--- src/rtc_pkg.sv ---
// Shared types, widths and codes for the ray/triangle closest-hit core.
`default_nettype none
package rtc_pkg;

	// Field and datapath widths
	localparam int COORD_W  = 32;
	localparam int MESH_W   = 8;
	localparam int BEST_W   = 9;
	localparam int DIFF_W   = COORD_W + 1;        // edge and offset vectors
	localparam int CROSS_W  = 2 * DIFF_W + 1;     // cross product components
	localparam int ACC_W    = DIFF_W + CROSS_W + 2; // dot products with margin
	localparam int NUM_W    = ACC_W + COORD_W + 1;  // divider numerator and divisor
	localparam int QUO_W    = 32;
	localparam int CNT_W    = 6;
	localparam int OP_W     = 5;
	localparam logic [OP_W-1:0] OP_LAST = OP_W'(23);

	localparam logic [BEST_W-1:0] MESH_NONE = '1;
	localparam logic [QUO_W-1:0]  T_NONE    = '1;

	// Register map
	localparam int ADDR_W   = 5;
	localparam int DATA_W   = 32;
	localparam int NUM_REGS = 7;
	localparam logic [2:0] REG_ORIGIN_X = 3'd0;
	localparam logic [2:0] REG_ORIGIN_Y = 3'd1;
	localparam logic [2:0] REG_ORIGIN_Z = 3'd2;
	localparam logic [2:0] REG_DIR_X    = 3'd3;
	localparam logic [2:0] REG_DIR_Y    = 3'd4;
	localparam logic [2:0] REG_DIR_Z    = 3'd5;
	localparam logic [2:0] REG_DET_EPS  = 3'd6;
	localparam logic [DATA_W-1:0] DIR_Z_RESET = 32'hFFFF_0000;

	// Queue between front and back
	localparam int Q_DEPTH = 2;                   // power of two
	localparam int Q_PTR_W = $clog2(Q_DEPTH);

	typedef logic [2:0][COORD_W-1:0] coord3_t;
	typedef logic [2:0][DIFF_W-1:0]  diff3_t;

	typedef struct packed {
		coord3_t             origin;
		coord3_t             dir;
		logic [DATA_W-1:0]   det_eps;
	} ray_cfg_t;

	typedef struct packed {
		diff3_t              e1;
		diff3_t              e2;
		diff3_t              s;
		logic [MESH_W-1:0]   mesh;
		logic                mesh_ok;
		logic                last;
	} item_t;

	// Multiply-accumulate microcode
	typedef enum logic [1:0] { AV_E1, AV_E2, AV_S, AV_DIR } avec_t;
	typedef enum logic [1:0] { BV_DIR, BV_S, BV_H, BV_Q } bvec_t;
	typedef enum logic [2:0] { DST_H, DST_Q, DST_D, DST_U, DST_V, DST_T } dst_t;

	typedef struct packed {
		avec_t       av;
		logic [1:0]  ac;
		bvec_t       bv;
		logic [1:0]  bc;
		logic        neg;
		logic        first;
		logic        last;
		dst_t        dst;
		logic [1:0]  dc;
	} uop_t;

	typedef enum logic [2:0] {
		BK_IDLE, BK_LOAD, BK_MUL, BK_NORM, BK_CMP, BK_SAT, BK_DIV, BK_DONE
	} back_state_t;

	function automatic uop_t mk_uop(avec_t av, logic [1:0] ac, bvec_t bv, logic [1:0] bc,
			logic neg, logic first, logic last, dst_t dst, logic [1:0] dc);
		uop_t u;
		u.av = av; u.ac = ac; u.bv = bv; u.bc = bc;
		u.neg = neg; u.first = first; u.last = last;
		u.dst = dst; u.dc = dc;
		return u;
	endfunction

	// H = dir x E2, Q = S x E1, then D = E1.H, U = S.H, V = dir.Q, T = E2.Q
	function automatic uop_t uop_of(logic [OP_W-1:0] op);
		uop_t u;
		unique case (op)
			5'd0:  u = mk_uop(AV_E2, 2'd2, BV_DIR, 2'd1, 1'b0, 1'b1, 1'b0, DST_H, 2'd0);
			5'd1:  u = mk_uop(AV_E2, 2'd1, BV_DIR, 2'd2, 1'b1, 1'b0, 1'b1, DST_H, 2'd0);
			5'd2:  u = mk_uop(AV_E2, 2'd0, BV_DIR, 2'd2, 1'b0, 1'b1, 1'b0, DST_H, 2'd1);
			5'd3:  u = mk_uop(AV_E2, 2'd2, BV_DIR, 2'd0, 1'b1, 1'b0, 1'b1, DST_H, 2'd1);
			5'd4:  u = mk_uop(AV_E2, 2'd1, BV_DIR, 2'd0, 1'b0, 1'b1, 1'b0, DST_H, 2'd2);
			5'd5:  u = mk_uop(AV_E2, 2'd0, BV_DIR, 2'd1, 1'b1, 1'b0, 1'b1, DST_H, 2'd2);
			5'd6:  u = mk_uop(AV_E1, 2'd2, BV_S,   2'd1, 1'b0, 1'b1, 1'b0, DST_Q, 2'd0);
			5'd7:  u = mk_uop(AV_E1, 2'd1, BV_S,   2'd2, 1'b1, 1'b0, 1'b1, DST_Q, 2'd0);
			5'd8:  u = mk_uop(AV_E1, 2'd0, BV_S,   2'd2, 1'b0, 1'b1, 1'b0, DST_Q, 2'd1);
			5'd9:  u = mk_uop(AV_E1, 2'd2, BV_S,   2'd0, 1'b1, 1'b0, 1'b1, DST_Q, 2'd1);
			5'd10: u = mk_uop(AV_E1, 2'd1, BV_S,   2'd0, 1'b0, 1'b1, 1'b0, DST_Q, 2'd2);
			5'd11: u = mk_uop(AV_E1, 2'd0, BV_S,   2'd1, 1'b1, 1'b0, 1'b1, DST_Q, 2'd2);
			5'd12: u = mk_uop(AV_E1, 2'd0, BV_H,   2'd0, 1'b0, 1'b1, 1'b0, DST_D, 2'd0);
			5'd13: u = mk_uop(AV_E1, 2'd1, BV_H,   2'd1, 1'b0, 1'b0, 1'b0, DST_D, 2'd0);
			5'd14: u = mk_uop(AV_E1, 2'd2, BV_H,   2'd2, 1'b0, 1'b0, 1'b1, DST_D, 2'd0);
			5'd15: u = mk_uop(AV_S,  2'd0, BV_H,   2'd0, 1'b0, 1'b1, 1'b0, DST_U, 2'd0);
			5'd16: u = mk_uop(AV_S,  2'd1, BV_H,   2'd1, 1'b0, 1'b0, 1'b0, DST_U, 2'd0);
			5'd17: u = mk_uop(AV_S,  2'd2, BV_H,   2'd2, 1'b0, 1'b0, 1'b1, DST_U, 2'd0);
			5'd18: u = mk_uop(AV_DIR, 2'd0, BV_Q,  2'd0, 1'b0, 1'b1, 1'b0, DST_V, 2'd0);
			5'd19: u = mk_uop(AV_DIR, 2'd1, BV_Q,  2'd1, 1'b0, 1'b0, 1'b0, DST_V, 2'd0);
			5'd20: u = mk_uop(AV_DIR, 2'd2, BV_Q,  2'd2, 1'b0, 1'b0, 1'b1, DST_V, 2'd0);
			5'd21: u = mk_uop(AV_E2, 2'd0, BV_Q,   2'd0, 1'b0, 1'b1, 1'b0, DST_T, 2'd0);
			5'd22: u = mk_uop(AV_E2, 2'd1, BV_Q,   2'd1, 1'b0, 1'b0, 1'b0, DST_T, 2'd0);
			default: u = mk_uop(AV_E2, 2'd2, BV_Q, 2'd2, 1'b0, 1'b0, 1'b1, DST_T, 2'd0);
		endcase
		return u;
	endfunction

endpackage
`default_nettype wire

--- src/rtc_tri_if.sv ---
// Triangle request channel: three vertices, mesh index and last flag.
`default_nettype none
interface rtc_tri_if;
	logic                valid;
	logic                ready;
	logic signed [31:0]  a_x;
	logic signed [31:0]  a_y;
	logic signed [31:0]  a_z;
	logic signed [31:0]  b_x;
	logic signed [31:0]  b_y;
	logic signed [31:0]  b_z;
	logic signed [31:0]  c_x;
	logic signed [31:0]  c_y;
	logic signed [31:0]  c_z;
	logic [7:0]          mesh_id;
	logic                last_tri;

	modport source (output valid, a_x, a_y, a_z, b_x, b_y, b_z, c_x, c_y, c_z,
		mesh_id, last_tri, input ready);
	modport sink (input valid, a_x, a_y, a_z, b_x, b_y, b_z, c_x, c_y, c_z,
		mesh_id, last_tri, output ready);
endinterface
`default_nettype wire

--- src/rtc_front.sv ---
// Front end: accepts triangles, forms edge and offset vectors, checks the mesh range.
`default_nettype none
module rtc_front import rtc_pkg::*; #(
	parameter int MAX_MESHES = 256
) (
	input  wire logic  clk,
	input  wire logic  arst_n,
	input  wire ray_cfg_t cfg,
	rtc_tri_if.sink    tri_req,
	output item_t      push_item,
	output logic       push_valid,
	input  wire logic  push_ready
);

	item_t item_s1;
	logic  valid_s1;
	logic  take;

	function automatic logic [DIFF_W-1:0] diff(logic [COORD_W-1:0] x, logic [COORD_W-1:0] y);
		return {x[COORD_W-1], x} - {y[COORD_W-1], y};
	endfunction

	assign tri_req.ready = !valid_s1 || push_ready;
	assign take          = tri_req.valid && tri_req.ready;
	assign push_valid    = valid_s1;
	assign push_item     = item_s1;

	// Hold the stage valid until the queue takes it
	always_ff @(posedge clk or negedge arst_n) begin
		if (!arst_n) begin
			valid_s1 <= 1'b0;
		end else if (take) begin
			valid_s1 <= 1'b1;
		end else if (push_ready) begin
			valid_s1 <= 1'b0;
		end
	end

	// Form E1 = B - A, E2 = C - A, S = origin - A; flag meshes out of range
	always_ff @(posedge clk) begin
		if (take) begin
			item_s1.e1[0] <= diff(tri_req.b_x, tri_req.a_x);
			item_s1.e1[1] <= diff(tri_req.b_y, tri_req.a_y);
			item_s1.e1[2] <= diff(tri_req.b_z, tri_req.a_z);
			item_s1.e2[0] <= diff(tri_req.c_x, tri_req.a_x);
			item_s1.e2[1] <= diff(tri_req.c_y, tri_req.a_y);
			item_s1.e2[2] <= diff(tri_req.c_z, tri_req.a_z);
			item_s1.s[0]  <= diff(cfg.origin[0], tri_req.a_x);
			item_s1.s[1]  <= diff(cfg.origin[1], tri_req.a_y);
			item_s1.s[2]  <= diff(cfg.origin[2], tri_req.a_z);
			item_s1.mesh    <= tri_req.mesh_id;
			item_s1.mesh_ok <= {{(32-MESH_W){1'b0}}, tri_req.mesh_id} < 32'(MAX_MESHES);
			item_s1.last    <= tri_req.last_tri;
		end
	end

endmodule
`default_nettype wire

--- src/flat_wrapper.sv ---
// flat-port wrapper written by rule: the top's interface ports become plain ports
module rtc_front_flat import rtc_pkg::*;
#(
	parameter int MAX_MESHES = 256
)
  (clk, arst_n, cfg, push_item, push_valid, push_ready, tri_req_valid, tri_req_a_x, tri_req_a_y, tri_req_a_z, tri_req_b_x, tri_req_b_y, tri_req_b_z, tri_req_c_x, tri_req_c_y, tri_req_c_z, tri_req_mesh_id, tri_req_last_tri, tri_req_ready);
  rtc_tri_if tri_req_i ();
  input  wire logic clk;
  input  wire logic arst_n;
  input  wire ray_cfg_t cfg;
  output item_t push_item;
  output logic push_valid;
  input  wire logic push_ready;
  input wire logic [$bits(tri_req_i.valid)-1:0] tri_req_valid;
  input wire logic [$bits(tri_req_i.a_x)-1:0] tri_req_a_x;
  input wire logic [$bits(tri_req_i.a_y)-1:0] tri_req_a_y;
  input wire logic [$bits(tri_req_i.a_z)-1:0] tri_req_a_z;
  input wire logic [$bits(tri_req_i.b_x)-1:0] tri_req_b_x;
  input wire logic [$bits(tri_req_i.b_y)-1:0] tri_req_b_y;
  input wire logic [$bits(tri_req_i.b_z)-1:0] tri_req_b_z;
  input wire logic [$bits(tri_req_i.c_x)-1:0] tri_req_c_x;
  input wire logic [$bits(tri_req_i.c_y)-1:0] tri_req_c_y;
  input wire logic [$bits(tri_req_i.c_z)-1:0] tri_req_c_z;
  input wire logic [$bits(tri_req_i.mesh_id)-1:0] tri_req_mesh_id;
  input wire logic [$bits(tri_req_i.last_tri)-1:0] tri_req_last_tri;
  output wire logic [$bits(tri_req_i.ready)-1:0] tri_req_ready;
  assign tri_req_i.valid = tri_req_valid;
  assign tri_req_i.a_x = tri_req_a_x;
  assign tri_req_i.a_y = tri_req_a_y;
  assign tri_req_i.a_z = tri_req_a_z;
  assign tri_req_i.b_x = tri_req_b_x;
  assign tri_req_i.b_y = tri_req_b_y;
  assign tri_req_i.b_z = tri_req_b_z;
  assign tri_req_i.c_x = tri_req_c_x;
  assign tri_req_i.c_y = tri_req_c_y;
  assign tri_req_i.c_z = tri_req_c_z;
  assign tri_req_i.mesh_id = tri_req_mesh_id;
  assign tri_req_i.last_tri = tri_req_last_tri;
  assign tri_req_ready = tri_req_i.ready;
  rtc_front #(.MAX_MESHES(MAX_MESHES)) u_core (.clk(clk), .arst_n(arst_n), .cfg(cfg), .tri_req(tri_req_i), .push_item(push_item), .push_valid(push_valid), .push_ready(push_ready));
endmodule
--- config.mk ---
export PLATFORM = sky130hd
export DESIGN_NAME = rtc_front_flat
export DESIGN_NICKNAME = d
export VERILOG_FILES = /design/src/rtc_pkg.sv /design/src/rtc_tri_if.sv /design/src/rtc_front.sv /design/src/flat_wrapper.sv
export SDC_FILE = /design/constraint.sdc
export NUM_CORES = 1
export LEC_CHECK = 0
export BUFFER_PORTS_ARGS = -buffer_cell sky130_fd_sc_hd__buf_2
export CORE_AREA = 3 3 319 321
export CTS_BUF_LIST = sky130_fd_sc_hd__clkbuf_4 sky130_fd_sc_hd__clkbuf_8 sky130_fd_sc_hd__clkbuf_16
export CTS_CLUSTER_SIZE = 12
export DETAILED_ROUTE_END_ITERATION = 12
export DIE_AREA = 0 0 322 324
export PLACE_DENSITY_LB_ADDON = 0.3
export SYNTH_ARGS = -nofsm -noshare
export SYNTH_HDL_FRONTEND = slang
export SYNTH_SLANG_ARGS = --single-unit
--- constraint.sdc ---
create_clock -name clk -period 12.8 [get_ports clk]
set_input_delay 2.56 -clock clk [delete_from_list [all_inputs] [get_ports clk]]
set_output_delay 2.56 -clock clk [all_outputs]
set_load 0.05 [all_outputs]
After elaboration in Yosys (flattened, before gate mapping)

Cells that the tools add are included.
Widths: inputs -> output; s select.

Bits in registers: 307
Input bits: 525

$add $sub $neg: 9
Mux-type cells: 2
Reduce and logical (&&, ||, !) cells: 4

Operators with widths:

| operator          | number |
|---|---|
| $sub 32x32->33    | 9 |
| $mux 1            | 2 |
| $reduce_bool 2->1 | 1 |
| $logic_and 1x1->1 | 1 |
| $logic_not 1->1   | 1 |
| $logic_or 1x1->1  | 1 |

Logic depth before layout (Yosys ltp)

Depth in word-level cells: 4
Gate-level depth with buffers: 12

Worst setup path after synthesis

Ideal clock, no wire load.

Path kind: input to register
Start: input push_ready
End: register u_core.item_s1, in the netlist u_core.push_item[0], enable pin
Arrival: 10.014 ns
Required time: 12.095 ns
Slack: 2.081 ns
Cell stages on the path: 2
Buffers on the path: 0
Path through: nand2b_1 -> and2_1

Cells in the longest elaborated chain, start to end: 2

Ends and longest elaborated chain:

| item                  | RTL line           | RTL |
|---|---|---|
| start, declared       | flat_wrapper.sv:13 | `input wire logic push_ready;` |
| $logic_or 1x1->1      | rtc_front.sv:23    | `assign tri_req.ready = !valid_s1 \|\| push_ready;` |
| $logic_and 1x1->1     | rtc_front.sv:24    | `assign take = tri_req.valid && tri_req.ready;` |
| named net u_core.take | rtc_front.sv:17    | `logic take;` |
| end, declared         | rtc_front.sv:15    | `item_t item_s1;` |

The timed path passes the listed nets, and every way through them passes these cells.
A chain may end at the register's enable or synchronous reset.

Worst setup path after layout

Start: input push_ready
End: output tri_req_ready

Cells in the longest elaborated chain, start to end: 1

Ends and longest elaborated chain:

| item             | RTL line           | RTL |
|---|---|---|
| $logic_or 1x1->1 | rtc_front.sv:23    |  |
| end, declared    | flat_wrapper.sv:26 | `output wire logic [$bits(tri_req_i.ready)-1:0] tri_req_ready;` |

Every way passes these cells.

==> results.cfg <==
[sta]
slew-limit-headroom = 0.351
finalCriticalPeriod_ns = 5.59
maxClockFrequency_mhz = 179
final_number_of_hold_violating_endpoints = 0
timing.final.max_slew_violations = 0
report.final.setup_viol = 0
min_period_over_period = 0.437
worst-slew-pin-transition_ns = 0.974
fin_skew_ns = 0.0134
timing.setup.tns_ns = 0
rsz_0062_raised_after_global_routing = false
layout_setup_ws_ns = 7.21

[worst_hold_path]
hold_path.startpoint = u_core.push_valid
number_of_cells_on_the_worst_hold_path = 2
hold_path_class = reg -> reg
holdPathEnd = u_core.push_valid

[global_routing]
initial_antenna_violation_count = 28
grt_start_max_net_pins = 128
grt_pass1_wl_um = 130000
gr-total-overflow = 0
number_of_global_route_vias_before_repair = 21100
grt_use_total = 0.164

[clock_tree]
tritoncts = yes
worstSkewPairLatency_ns = 0.60
ctsLongestPathBuffers = 3
postCtsHoldBufs = 0
clkSinkCount = 307
root_buffer = clkbuf_16
clk_transition_reported_paths_ns = 0.05
cts-htree-levels = 2
post_cts_resized = 0
cts_inserted_buffers = 43
postCtsSetupBuffers = 0

[power]
power_density_mw_per_mm2 = 132
vdd_ir_drop_max_mv = 0.0756
total_leakage_power_nw = 14.0

[synth]
synthTopCellsByArea = edfxtp_1 (38%), ha_1 (15%), xnor2_1 (5.8%), a21oi_1 (5.1%), a21o_1 (4.5%)
yosys-top-cells-count = edfxtp_1 (306), ha_1 (288), a21oi_1 (245)
synth-async-reset-ratio = 0.00326
yosysMostFrequentCell = edfxtp_1
synth_flop_cell = edfxtp_1
post_synth_edffs = 306
mappedNetlistNets = 3259
seq_area_frac_synth = 0.381
yosys.area.top_type = edfxtp_1
ys_ff_latch = 307
synthCells = 2437
ys.warnings.count = 0
synth_cell_type_count = 98
syn_avg_cell_area_sq_um = 9.93
synthDominantCellAreaShare = 0.380
post_synth_instance_area_sq_mm = 0.0242

[floorplanning]
die_height_um = 324
std_cell_rows = 116
die_area_sq_mm = 0.104
fp.dieW_um = 322
pin_count = 834
floorplan.core_area_sq_mm = 0.0996
initial_utilization = 0.243

[final_layout]
post_layout_nonfiller_instances = 4483
final_layout_size_suffix_gt1_frac = 0.265
layout.filler_cells = 10600
multiInputGateArea_sq_mm = 0.0141
fin_nets = 3967
fin_area_sq_mm = 0.0307
ff_latch_area_sq_mm = 0.00921
syn_to_final_growth_pct = 26.9

[setup_path]
crit_path_max_fanout = 3
critPathKind = in -> out
timing.critical_path.arrival_ns = 3.03
worst-r2r-cell-count = 4
rr_startpoint = u_core.push_valid
start_kind = input pin
r2r_setup_slack_ns = 9.61
required_ns = 10.24
worst_r2r_dst = u_core.push_item[64]
worst_setup_path_end_kind = output port

[route]
drt_first_iter_violations = 1324
routed_via_density = 4.83
drtAntennaViolNets = 0
drt-wirelength-per-cell_um = 20.1
drt_first_pass_iters = 5
routed-via-count = 21600
routed_wl_um = 90300
remaining_drc_errors = 0

[placed_design]
post_dp_cell_area_sq_mm = 0.0292
placed_cells_incl_taps = 4398
io_buffers = 704
placement.setup.worst_slack_ns = 6.78
gpl.final_weighted_congestion = 0.925
post-dp-hpwl_um = 74800

[flow_run]
drv.max_cap_violation_count = 0

[status]
run_status = completed
placed cells by master, fill, tap and decap left out, drive strengths merged, types with 13 or more instances in the layout:
master / n
buf: 709
edfxtp: 306
ha: 288
a21oi: 247
inv: 177
xnor2: 160
a21o: 146
nor2: 139
nand2: 137
o21ai: 121
xor2: 86
clkbuf: 54
nor3: 50
nand3: 49
nand4: 43
o21a: 43
nand2b: 39
nor2b: 35
a31oi: 29
o21bai: 28
and3: 27
o211ai: 23
a211oi: 18
o31ai: 18
and2: 13
clkinv: 13
layout make-up:
type | instances | share of cell area
Antenna cell | 7 | 0.000570
Clock buffer | 54 | 0.0391
Clock inverter | 24 | 0.00937
Inverter | 174 | 0.0213
Multi-Input combinational cell | 1910 | 0.460
Sequential cell | 307 | 0.300
Tap cell | 1298 | 0.0529
Timing Repair Buffer | 709 | 0.116
flip-flops by register name, summed over array words and instances (netlist names):
| signal | count |
|---|---|
| u_core.push_valid | 1 |
| u_core.push_item | 306 |
power breakdown:
part	internal (mW)	switching [mW]
Sequential	1.28	0.0307
Clock	0.787	0.511
Combinational	0.463	0.993
worst max-delay path, cell delays in order:
cell      delay (ns)
buf_2           0.07
nand2b_1        0.13
buf_2           0.28
worst max-delay path by stage:
stage,endpoint,cells after the start,start,slack (ns)
2_1_floorplan,u_core.push_item[0],2,push_ready,2.08
3_3_place_gp,u_core.push_item[305],12,tri_req_a_z[1],6.75
3_5_place_dp,u_core.push_item[305],12,tri_req_a_z[1],6.78
4_1_cts,tri_req_ready,3,push_ready,7.21
5_1_grt,tri_req_ready,3,push_ready,7.18
6_report,tri_req_ready,3,push_ready,7.21
layer usage:
metal | up-vias | share of wire | GRT usage
li1 | 10600 | - | -
met5 | - | 0.0028 | 0
met4 | 40 | 0.022 | 0.0406
met1 | 10200 | 0.43 | 0.203
met2 | 711 | 0.46 | 0.273
met3 | 135 | 0.088 | 0.0556
cell families (layout without fill, tap and decap cells):
group                    after synthesis  in the layout  synth area share
AO/OA/AOI/OAI                        780            780             0.216
AND/OR/NAND/NOR                      582            582             0.121
flip-flops                           307            307             0.381
adder cells (fa/ha/maj)              297            297             0.156
XOR/XNOR                             246            246            0.0890
buffers and inverters                220            961            0.0349
multiplexers                           4              4           0.00165
other                                  1              8          0.000155
through the flow:
step | total power [mW] | util | hold slack (ns)
after global routing | 4.27 | 0.308 | 0.563
final | 4.06 | 0.308 | 0.528
after floorplan | 2.39 | - | 1.18
after CTS | 4.11 | 0.308 | 0.533
after detailed placement | 2.78 | 0.293 | 0.521
after global placement | 2.78 | 0.293 | 0.510
Power figures use the tool's default switching activity.
