`src/rtc_pkg.sv`:
```
// Shared types, widths and codes for the ray/triangle closest-hit core.
`default_nettype none
package rtc_pkg;

	// Field and datapath widths
	localparam int COORD_W  = 32;
	localparam int MESH_W   = 8;
	localparam int BEST_W   = 9;
	localparam int DIFF_W   = COORD_W + 1;        // edge and offset vectors
	localparam int CROSS_W  = 2 * DIFF_W + 1;     // cross product components
	localparam int ACC_W    = DIFF_W + CROSS_W + 2; // dot products with margin
	localparam int NUM_W    = ACC_W + COORD_W + 1;  // divider numerator and divisor
	localparam int QUO_W    = 32;
	localparam int CNT_W    = 6;
	localparam int OP_W     = 5;
	localparam logic [OP_W-1:0] OP_LAST = OP_W'(23);

	localparam logic [BEST_W-1:0] MESH_NONE = '1;
	localparam logic [QUO_W-1:0]  T_NONE    = '1;

	// Register map
	localparam int ADDR_W   = 5;
	localparam int DATA_W   = 32;
	localparam int NUM_REGS = 7;
	localparam logic [2:0] REG_ORIGIN_X = 3'd0;
	localparam logic [2:0] REG_ORIGIN_Y = 3'd1;
	localparam logic [2:0] REG_ORIGIN_Z = 3'd2;
	localparam logic [2:0] REG_DIR_X    = 3'd3;
	localparam logic [2:0] REG_DIR_Y    = 3'd4;
	localparam logic [2:0] REG_DIR_Z    = 3'd5;
	localparam logic [2:0] REG_DET_EPS  = 3'd6;
	localparam logic [DATA_W-1:0] DIR_Z_RESET = 32'hFFFF_0000;

	// Queue between front and back
	localparam int Q_DEPTH = 2;                   // power of two
	localparam int Q_PTR_W = $clog2(Q_DEPTH);

	typedef logic [2:0][COORD_W-1:0] coord3_t;
	typedef logic [2:0][DIFF_W-1:0]  diff3_t;

	typedef struct packed {
		coord3_t             origin;
		coord3_t             dir;
		logic [DATA_W-1:0]   det_eps;
	} ray_cfg_t;

	typedef struct packed {
		diff3_t              e1;
		diff3_t              e2;
		diff3_t              s;
		logic [MESH_W-1:0]   mesh;
		logic                mesh_ok;
		logic                last;
	} item_t;

	// Multiply-accumulate microcode
	typedef enum logic [1:0] { AV_E1, AV_E2, AV_S, AV_DIR } avec_t;
	typedef enum logic [1:0] { BV_DIR, BV_S, BV_H, BV_Q } bvec_t;
	typedef enum logic [2:0] { DST_H, DST_Q, DST_D, DST_U, DST_V, DST_T } dst_t;

	typedef struct packed {
		avec_t       av;
		logic [1:0]  ac;
		bvec_t       bv;
		logic [1:0]  bc;
		logic        neg;
		logic        first;
		logic        last;
		dst_t        dst;
		logic [1:0]  dc;
	} uop_t;

	typedef enum logic [2:0] {
		BK_IDLE, BK_LOAD, BK_MUL, BK_NORM, BK_CMP, BK_SAT, BK_DIV, BK_DONE
	} back_state_t;

	function automatic uop_t mk_uop(avec_t av, logic [1:0] ac, bvec_t bv, logic [1:0] bc,
			logic neg, logic first, logic last, dst_t dst, logic [1:0] dc);
		uop_t u;
		u.av = av; u.ac = ac; u.bv = bv; u.bc = bc;
		u.neg = neg; u.first = first; u.last = last;
		u.dst = dst; u.dc = dc;
		return u;
	endfunction

	// H = dir x E2, Q = S x E1, then D = E1.H, U = S.H, V = dir.Q, T = E2.Q
	function automatic uop_t uop_of(logic [OP_W-1:0] op);
		uop_t u;
		unique case (op)
			5'd0:  u = mk_uop(AV_E2, 2'd2, BV_DIR, 2'd1, 1'b0, 1'b1, 1'b0, DST_H, 2'd0);
			5'd1:  u = mk_uop(AV_E2, 2'd1, BV_DIR, 2'd2, 1'b1, 1'b0, 1'b1, DST_H, 2'd0);
			5'd2:  u = mk_uop(AV_E2, 2'd0, BV_DIR, 2'd2, 1'b0, 1'b1, 1'b0, DST_H, 2'd1);
			5'd3:  u = mk_uop(AV_E2, 2'd2, BV_DIR, 2'd0, 1'b1, 1'b0, 1'b1, DST_H, 2'd1);
			5'd4:  u = mk_uop(AV_E2, 2'd1, BV_DIR, 2'd0, 1'b0, 1'b1, 1'b0, DST_H, 2'd2);
			5'd5:  u = mk_uop(AV_E2, 2'd0, BV_DIR, 2'd1, 1'b1, 1'b0, 1'b1, DST_H, 2'd2);
			5'd6:  u = mk_uop(AV_E1, 2'd2, BV_S,   2'd1, 1'b0, 1'b1, 1'b0, DST_Q, 2'd0);
			5'd7:  u = mk_uop(AV_E1, 2'd1, BV_S,   2'd2, 1'b1, 1'b0, 1'b1, DST_Q, 2'd0);
			5'd8:  u = mk_uop(AV_E1, 2'd0, BV_S,   2'd2, 1'b0, 1'b1, 1'b0, DST_Q, 2'd1);
			5'd9:  u = mk_uop(AV_E1, 2'd2, BV_S,   2'd0, 1'b1, 1'b0, 1'b1, DST_Q, 2'd1);
			5'd10: u = mk_uop(AV_E1, 2'd1, BV_S,   2'd0, 1'b0, 1'b1, 1'b0, DST_Q, 2'd2);
			5'd11: u = mk_uop(AV_E1, 2'd0, BV_S,   2'd1, 1'b1, 1'b0, 1'b1, DST_Q, 2'd2);
			5'd12: u = mk_uop(AV_E1, 2'd0, BV_H,   2'd0, 1'b0, 1'b1, 1'b0, DST_D, 2'd0);
			5'd13: u = mk_uop(AV_E1, 2'd1, BV_H,   2'd1, 1'b0, 1'b0, 1'b0, DST_D, 2'd0);
			5'd14: u = mk_uop(AV_E1, 2'd2, BV_H,   2'd2, 1'b0, 1'b0, 1'b1, DST_D, 2'd0);
			5'd15: u = mk_uop(AV_S,  2'd0, BV_H,   2'd0, 1'b0, 1'b1, 1'b0, DST_U, 2'd0);
			5'd16: u = mk_uop(AV_S,  2'd1, BV_H,   2'd1, 1'b0, 1'b0, 1'b0, DST_U, 2'd0);
			5'd17: u = mk_uop(AV_S,  2'd2, BV_H,   2'd2, 1'b0, 1'b0, 1'b1, DST_U, 2'd0);
			5'd18: u = mk_uop(AV_DIR, 2'd0, BV_Q,  2'd0, 1'b0, 1'b1, 1'b0, DST_V, 2'd0);
			5'd19: u = mk_uop(AV_DIR, 2'd1, BV_Q,  2'd1, 1'b0, 1'b0, 1'b0, DST_V, 2'd0);
			5'd20: u = mk_uop(AV_DIR, 2'd2, BV_Q,  2'd2, 1'b0, 1'b0, 1'b1, DST_V, 2'd0);
			5'd21: u = mk_uop(AV_E2, 2'd0, BV_Q,   2'd0, 1'b0, 1'b1, 1'b0, DST_T, 2'd0);
			5'd22: u = mk_uop(AV_E2, 2'd1, BV_Q,   2'd1, 1'b0, 1'b0, 1'b0, DST_T, 2'd0);
			default: u = mk_uop(AV_E2, 2'd2, BV_Q, 2'd2, 1'b0, 1'b0, 1'b1, DST_T, 2'd0);
		endcase
		return u;
	endfunction

endpackage
`default_nettype wire

```
`src/rtc_queue.sv`:
```
// Short request queue between the front end and the arithmetic back end.
`default_nettype none
module rtc_queue import rtc_pkg::*; (
	input  wire logic  clk,
	input  wire logic  arst_n,
	input  wire item_t push_item,
	input  wire logic  push_valid,
	output logic       push_ready,
	output item_t      pop_item,
	output logic       pop_valid,
	input  wire logic  pop_ready
);

	item_t              mem_q [Q_DEPTH];
	logic [Q_PTR_W-1:0] wr_q;
	logic [Q_PTR_W-1:0] rd_q;
	logic [Q_PTR_W:0]   count_q;
	logic               do_push;
	logic               do_pop;

	assign push_ready = count_q != (Q_PTR_W+1)'(Q_DEPTH);
	assign pop_valid  = count_q != '0;
	assign pop_item   = mem_q[rd_q];
	assign do_push    = push_valid && push_ready;
	assign do_pop     = pop_valid && pop_ready;

	// Advance pointers and the fill count
	always_ff @(posedge clk or negedge arst_n) begin
		if (!arst_n) begin
			wr_q    <= '0;
			rd_q    <= '0;
			count_q <= '0;
		end else begin
			if (do_push) wr_q <= wr_q + Q_PTR_W'(1);
			if (do_pop)  rd_q <= rd_q + Q_PTR_W'(1);
			if (do_push && !do_pop) begin
				count_q <= count_q + (Q_PTR_W+1)'(1);
			end else if (do_pop && !do_push) begin
				count_q <= count_q - (Q_PTR_W+1)'(1);
			end
		end
	end

	always_ff @(posedge clk) begin
		if (do_push) mem_q[wr_q] <= push_item;
	end

endmodule
`default_nettype wire

```
`config.mk`:
```
export PLATFORM = sky130hd
export DESIGN_NAME = rtc_queue
export DESIGN_NICKNAME = d
export VERILOG_FILES = /design/src/rtc_pkg.sv /design/src/rtc_queue.sv
export SDC_FILE = /design/constraint.sdc
export NUM_CORES = 1
export LEC_CHECK = 0
export ABC_AREA = 1
export BUFFER_PORTS_ARGS = -buffer_cell sky130_fd_sc_hd__buf_4
export CAP_MARGIN = 0
export CORE_AREA = 2 2 244 246
export CTS_BUF_LIST = sky130_fd_sc_hd__clkbuf_4
export CTS_CLUSTER_DIAMETER = 30
export DETAILED_ROUTE_END_ITERATION = 16
export DIE_AREA = 0 0 246 248
export SYNTH_ARGS = -nofsm -noshare
export SYNTH_HDL_FRONTEND = slang
export SYNTH_SLANG_ARGS = --single-unit
```
`constraint.sdc`:
```
create_clock -name clk -period 15.35 [get_ports clk]
set_input_delay 2.3025 -clock clk [delete_from_list [all_inputs] [get_ports clk]]
set_output_delay 2.3025 -clock clk [all_outputs]
set_load 0.05 [all_outputs]
```
### Word-level counts from Yosys, hierarchy flattened

Memories as Yosys holds them, arrays and structs flattened.
Index checks and enable logic that the tools add are counted.

| storage, ports and cells | value |
|---|---|
| register bits | 4 |
| logic and storage cells | 21 |
| memory bits (writable) | 614 |
| memories kept | 1 |

Memory list:

| name | words | bits a word | read ports | clocked after memory_dff | write ports | RTL line | source |
|---|---|---|---|---|---|---|---|
| mem_q | 2 | 307 | 1 | 0 | 1 | rtc_queue.sv:14 | `item_t mem_q [Q_DEPTH];` |

| cells by class | value |
|---|---|
| reductions and logical operators | 8 |
| eq/ne operators | 1 |
| add/subtract/negate cells | 4 |
| mux-type cells | 4 |

Operator list:

| operator | number |
|---|---|
| $logic_and A1 B1 Y1 | 4 |
| $mux W2 | 2 |
| $reduce_bool A2 Y1 | 2 |
| $add A1 B1 Y1 const B | 2 |
| $add A2 B1 Y2 const B | 1 |
| $logic_not A1 Y1 | 2 |
| $mux W1 | 2 |
| $ne A2 B2 Y1 const B | 1 |
| $sub A2 B1 Y2 const B | 1 |

### Longest topological paths before layout

Gate-level depths: netlist (run 1).

| logic depth | value |
|---|---|
| word-level depth | 6 |
| mapped depth | 10 |
| depth with buffers taken out | 10 |

### Least setup slack after synthesis (run 1)

No wires, ideal clock.

| timing | value |
|---|---|
| path type | input to register |
| from | input push_valid |
| to | memory mem_q[0][0] (netlist name), enable pin |
| arrival | 15.157 ns |
| stages on the path | 2 |
| buffers on the path | 0 |
| setup slack | -0.790 ns |
| setup time | 0.983 ns |
| data required time | 14.367 ns |
| cells stage by stage | nand2_1 > nor2_1 |

| on the way | value |
|---|---|
| longest elaborated chain between the ends | 3 |

Ends and longest elaborated chain:

| what | RTL line | source |
|---|---|---|
| from (decl) | rtc_queue.sv:7 | `input wire logic push_valid,` |
| $logic_and A1 B1 Y1 | rtc_queue.sv:24 | `assign do_push = push_valid && push_ready;` |
| $mux W1 | rtc_queue.sv:45 | `if (do_push) mem_q[wr_q] <= push_item;` |
| $mux W1 (not written as such) | rtc_queue.sv:45 |  |
| to (decl) | rtc_queue.sv:14 |  |

Every way passes these cells.

==> results of run 1 <==
through the flow:
stage,util (%),instance area (um^2),hold WS (ps),TNS (ps),cells
floorplan,-,22500,462,-484930,1632
global placement,47.7,27900,478,0,2967
detailed placement,47.7,27900,511,0,2967
CTS,51.1,29800,522,0,3245
global route,51.1,29900,556,0,3251
finish,51.1,29900,523,0,3251
per-layer routing:
layer  global-route usage [%]  vias up  wire length, um
li1                         -     7088                -
met2                     30.8      595            29700
met1                     21.8     6982            22400
met4                     7.88        8             1330
met5                        0        -               57
met3                     8.88       90             6250
worst max path at each step:
stage,start,to,cells after the start
floorplan,push_valid,mem_q[0][0]$_DFFE_PP_,2
global placement,push_valid,mem_q[1][214]$_DFFE_PP_,6
detailed placement,push_valid,mem_q[1][214]$_DFFE_PP_,6
CTS,rd_q$_DFFE_PN0P_,pop_item[101],5
global route,rd_q$_DFFE_PN0P_,pop_item[209],5
finish,rd_q$_DFFE_PN0P_,pop_item[191],5
report_power, final:
group / leakage [nW] / total, mW / internal, mW / switching, mW
combinational: 5.85 / 3.35 / 0.797 / 2.55
sequential: 5.76 / 2.42 / 2.31 / 0.106
clock: 1.21 / 1.37 / 0.719 / 0.649
total: 12.8 / 7.13 / 3.83 / 3.30
flip-flops by register name, summed over array words and instances (netlist names):
signal	flops
mem_q	614
count_q	2
rd_q	1
wr_q	1
critical path, delay by kind of cell, from the launching register on:
kind / cells / cell delay, ps
flops: 1 / 930
simple gates: 2 / 230
buf+inv: 3 / 1820
synthesized netlist by cell type:
| library cell | instances |
|---|---|
| nand2_1 | 931 |
| edfxtp_1 | 614 |
| buf_2 | 56 |
| clkbuf_1 | 8 |
| inv_1 | 6 |
| buf_4 | 4 |
| dfrtp_1 | 4 |
| nand3_1 | 2 |
| nor2_1 | 2 |
| ha_1 | 1 |
| inv_2 | 1 |
| nand4_1 | 1 |
| xnor2_1 | 1 |
| xor2_1 | 1 |
logic make-up after synthesis:
group	synth area share, %
xor gates and xnor gates	0.0780
adders and majority gates	0.0557
buffers and inverters	1.63
DFF	82.6
and+or+nand+nor	15.7
cell type report:
class / count / area (um^2)
Antenna cell: 6 / 15.0
Clock buffer: 228 / 1710
Clock inverter: 50 / 278
Fill cell: 5143 / 28600
Inverter: 7 / 33.8
Multi-Input combinational cell: 939 / 3560
Sequential cell: 618 / 18500
Tap cell: 773 / 967
Timing Repair Buffer: 630 / 4750
==> summary.md, run 1 <==
| Metric | Value |
|---|---|
| Commonest non-fill, non-tap cell in the layout | `nand2_1` |
| Crit Path Category | `reg2out` |
| Tightest Hold Check Type | `reg2reg` |
| Peak supply drop | `approximately 0.15 mV` |
| Final wirelength | `roughly 60,000 um` |
| Number of buffers created by CTS | `~160` |
| Final Hold Fails | `0` |
| Fin nets | `around 2,700` |
| First-pass GRT wire length | `85,800 um` |
| Critical path endpoint category | `primary output` |
| RSZ-0062 raised after global routing | `no` |
| Netlist cell types | `14` |
| Drt drc | `0` |
| Starting density of the core | `roughly two fifths` |
| Vias per inst | `between 4 and 5` |
| Max incr delay on CP | `930 ps` |
| Crit-path max FO | `a little over 80` |
| Flops & latches, synth | `slightly above 600` |
| DR iter-0 viols | `about 680` |
| CTS tree | `done` |
| Final ANT Viol Nets | `0` |
| Cts repair resizes | `0` |
| Area grow syn2layout | `33.0%` |
| Fin. max-slew vios | `0` |
| Avg Cell Area, Syn | `13.8 um^2` |
| Period utilisation layout | `41.6%` |
| Worst-path cell chain | `buf_4, buf_4, nand2_1, nand2_1, buf_4` |
| Total GRT Usage | `19.1%` |
| Worst R2R Path Depth | `7` |
| Syn Inst Count | `1,632` |
| Clock Path Buffers | `3` |
| Top Ports | `620` |
| Core Box Area | `about 0.058 mm^2` |
| H-tree levels | `4` |
| Netlist Area Pre-Place | `between 0.02 and 0.025 mm^2` |
| GPL Wtd Cong | `0.852` |
| Yosys top cell area share | `between 80 and 90%` |
| Largest net degree at the start of global routing | `between 150 and 200` |
| Run status | `finished, final reports clean` |
| Critical Path Most Common Cell | `buf_4` |
| Fmax | `about 0.16 GHz` |
| Final Setup Violations | `0` |
| Seq/Total Area, Yosys | `between 80 and 90%` |
| Hold Startpoint | `count_q[0]$_DFFE_PN0P_` |
| Min Tclk post-route | `about 6400 ps` |
| Max Cap Viol | `0` |
| Worst Skew | `65.7 ps` |
| CP Launch Type | `register` |
| Initial antenna violation count | `11` |
| Reg-to-reg startpoint | `count_q[0]$_DFFE_PN0P_` |
| Setup WS pre-CTS | `9260 ps` |
| Clk root buf | `clkbuf_4` |
| DR pass1 iterations | `4` |
| Clock slew seen by the registers of the worst setup and hold paths | `60 ps` |
| Clk_lat worst skew | `950 ps` |
| Pwr dens | `roughly 240 mW/mm^2` |
| Synth top area cells | `edfxtp_1 (82%), nand2_1 (16%), buf_2 (1.2%)` |
| Die ar. | `0.0610 mm^2` |
| Row count | `89` |
| I/O Buffers | `between 600 and 700` |
| Crit-path slowest cell | `dfrtp_4` |
| Slew @ Worst Pin | `1130 ps` |
| Vias in the first global route | `14,513` |
| Warnings from Yosys | `0` |
| Lkg Pwr | `between 10 and 15 nW` |
| Wire per inst | `18.4 um` |
| Slew headroom | `between 20% and 30%` |
| Vias | `around 15,000` |
| Cts hold-fix bufs | `0` |
| Die width | `around 250 um` |
| Most frequent cells in the layout | `nand2_1 (931), buf_4 (628), edfxtp_1 (614)` |
| Fraction of layout instances using a drive strength above 1 | `between 30% and 40%` |
| CTS sink cnt | `a little over 600` |
| Req. time, crit path | `about 13,000 ps` |
| Post-CTS Repair Setup Buffers | `0` |
| Syn nets | `1,944` |
| Post-DP HPWL | `~39,000 um` |
| Arrival time at the worst endpoint | `4080 ps` |
| Die H | `around 250 um` |
| Hold path cells | `1` |
| Setup ws final | `about 9000 ps` |
| Synth area leader | `edfxtp_1` |
| Total power | `7.13 mW` |
| Total global routing overflow | `0` |
| Hold EP | `count_q[0]$_DFFE_PN0P_` |
| R2R Setup Slk | `between 10,000 and 15,000 ps` |
| FF-to-FF End | `mem_q[1][191]$_DFFE_PP_` |
Power figures use the tool's default switching activity.
==> run 2, diff against run 1 <==
==> constraint.sdc (replaced) <==
create_clock -name clk -period 5.5 [get_ports clk]
set_input_delay 0.825 -clock clk [delete_from_list [all_inputs] [get_ports clk]]
set_output_delay 0.825 -clock clk [all_outputs]
set_load 0.05 [all_outputs]
==> summary.md, run 2 (synthesis results as in run 1) <==
| Metric | Value |
|---|---|
| Fin nets | `2,986 (+12%)` |
| GPL Wtd Cong | `0.814 (-4.4%)` |
| Vias per inst | `4.50 (-0.80%)` |
| Total power | `20.3 mW (+180%)` |
| Post-DP HPWL | `38,800 um (-1.4%)` |
| Stages on worst setup path | `5 (unchanged)` |
| Dpl cell area | `0.0280 mm^2 (+0.47%)` |
| I/O Buffers | `619 (unchanged)` |
| Clk_lat worst skew | `960 ps (about the same)` |
| Initial antenna violation count | `6 (-5)` |
| WP buf/inv | `3 (unchanged)` |
| Crit Path Category | `reg2out` |
| Die H | `248 um (unchanged)` |
| Lkg Pwr | `14.2 nW (+11%)` |
| DR iter-0 viols | `695 (+3.0%)` |
| Drt drc | `0 (unchanged)` |
| Clock Path Buffers | `3 (unchanged)` |
| Crit-path slowest cell | `dfrtp_4` |
| Largest regs | `mem_q x614, count_q x2` |
| Tightest Hold Check Type | `in2reg` |
| Final wirelength | `61,700 um (+3.4%)` |
| Slew headroom | `34.8% (+10 points)` |
| Clk root buf | `clkbuf_4` |
| Largest net degree at the start of global routing | `172 (+8.2%)` |
| RSZ-0062 raised after global routing | `no` |
| Slew @ Worst Pin | `979 ps (-151 ps)` |
| Worst R2R Path Depth | `5 (-2)` |
| Final ANT Viol Nets | `0 (unchanged)` |
| Area grow syn2layout | `47.7%` |
| Total global routing overflow | `0 (unchanged)` |
| Crit-path max FO | `145 (+75%)` |
| Max Cap Viol | `0 (unchanged)` |
| Final Setup Violations | `0 (unchanged)` |
| H-tree levels | `4 (unchanged)` |
| Number of buffers created by CTS | `164 (+1.2%)` |
| Critical Path Most Common Cell | `nand2_1` |
| First-pass GRT wire length | `91,200 um (+6.3%)` |
| Core Box Area | `0.0585 mm^2 (unchanged)` |
| Row count | `89 (unchanged)` |
| Vias in the first global route | `16,590 (+14%)` |
| Number of flip-flops in the largest register | `614 (unchanged)` |
| Total GRT Usage | `19.7% (+0.69 points)` |
| Clock slew seen by the registers of the worst setup and hold paths | `60 ps (about the same)` |
| Die ar. | `0.0610 mm^2 (unchanged)` |
| Peak supply drop | `0.524 mV (+240%)` |
| Wire per inst | `17.3 um (-6.0%)` |
| Die width | `246 um (unchanged)` |
| Req. time, crit path | `4680 ps (-8370 ps)` |
| CP delay by family, top | `buffers and inverters` |
| Arrival time at the worst endpoint | `3450 ps (-630 ps)` |
| Setup WS pre-CTS | `2170 ps (-7090 ps)` |
| Setup ws final | `1220 ps (-7750 ps)` |
| CP Launch Type | `register` |
| Min Tclk post-route | `around 4300 ps` |
| Post-Layout Cell Count | `3,575 (+10%)` |
| Max incr delay on CP | `730 ps (-200 ps)` |
| Design area | `0.0332 mm^2 (+11%)` |
| Worst-path cell chain | `inv_8, buf_12, nand2_1, nand2_1, buf_4` |
| Most frequent cells in the layout | `nand2_1 (929), buf_4 (627), edfxtp_1 (614)` |
| Run status | `finished, final reports clean` |
| Dpl cells | `2,972 (+0.17%)` |
| Fraction of layout instances using a drive strength above 1 | `32.1% (-3.9 points)` |
| Largest Register | `mem_q` |
| Hold path cells | `3 (+2)` |
| Vias | `16,104 (+9.1%)` |
| Fin. max-slew vios | `0 (unchanged)` |
| Critical path endpoint category | `primary output` |
| Cts repair resizes | `0 (unchanged)` |
| Period utilisation layout | `77.7%` |
| Commonest non-fill, non-tap cell in the layout | `nand2_1` |
| DR pass1 iterations | `5 (+1)` |
| Worst Skew | `45.9 ps (-19.8 ps)` |
| Pwr dens | `612 mW/mm^2 (+160%)` |
| Top Ports | `620 (unchanged)` |
| Fmax | `between 0.2 and 0.25 GHz` |
| Starting density of the core | `38.4% (unchanged)` |
| CTS sink cnt | `618 (unchanged)` |
| Final Hold Fails | `0 (unchanged)` |
| CTS tree | `done` |
[run 2: per-stage QoR]
step	util (%)	hold WS [ps]	TNS, ps
4_1_cts	56.7	60.1	0
5_1_grt	56.7	113	0
2_1_floorplan	-	467	-231810
6_report	56.7	223	0
3_5_place_dp	47.9	495	0
3_3_place_gp	47.9	480	0
[run 2: worst paths after layout]
path / start / end / slack [ps]
max in group asynchronous: arst_n / rd_q$_DFFE_PN0P_ / 5150
worst max register to register: count_q[0]$_DFFE_PN0P_ / mem_q[0][148]$_DFFE_PP_ / 3070
min in group asynchronous: arst_n / count_q[0]$_DFFE_PN0P_ / 230
worst min register to register: count_q[0]$_DFFE_PN0P_ / count_q[0]$_DFFE_PN0P_ / 510
worst max-delay path: rd_q$_DFFE_PN0P_ / pop_item[122] / 1220
worst min-delay path: push_valid / wr_q$_DFFE_PN0P_ / 220
[run 2: layer usage]
| layer | global-route usage [%] | vias to the layer above | routed length, um | part of all wire, % |
|---|---|---|---|---|
| li1 | - | 7729 | - | - |
| met3 | 8.24 | 128 | 5940 | 9.6 |
| met4 | 9.50 | 2 | 1960 | 3.2 |
| met2 | 32.8 | 628 | 31200 | 50 |
| met5 | 0 | - | 13 | 0.021 |
| met1 | 22.0 | 7617 | 22700 | 37 |
[run 2: cell type report]
| class | count | area, um^2 |
|---|---|---|
| fillers | 4742 | 25300 |
| repair buffers | 944 | 7960 |
| clock buffers | 238 | 1790 |
| inverters | 7 | 33.8 |
| diodes | 7 | 17.5 |
| flip-flops and latches | 618 | 18500 |
| well taps | 773 | 967 |
| clock inverters | 49 | 267 |
| multi-input cells | 939 | 3580 |
[run 2: timing repair]
item                      CTS  global route
hold endpoints to repair  619             0
hold buffers              309             0
buffers inserted            0             0
[run 2: worst min-delay path, stage by stage]
cell and delay (ps):
buf_4 130, nand2_8 80, xor2_1 60
[run 2: power breakdown]
part | internal (mW) | leakage, nW | switching [mW]
sequential | 6.43 | 5.76 | 0.296
combinational | 2.42 | 7.19 | 7.21
clock | 2.08 | 1.23 | 1.85
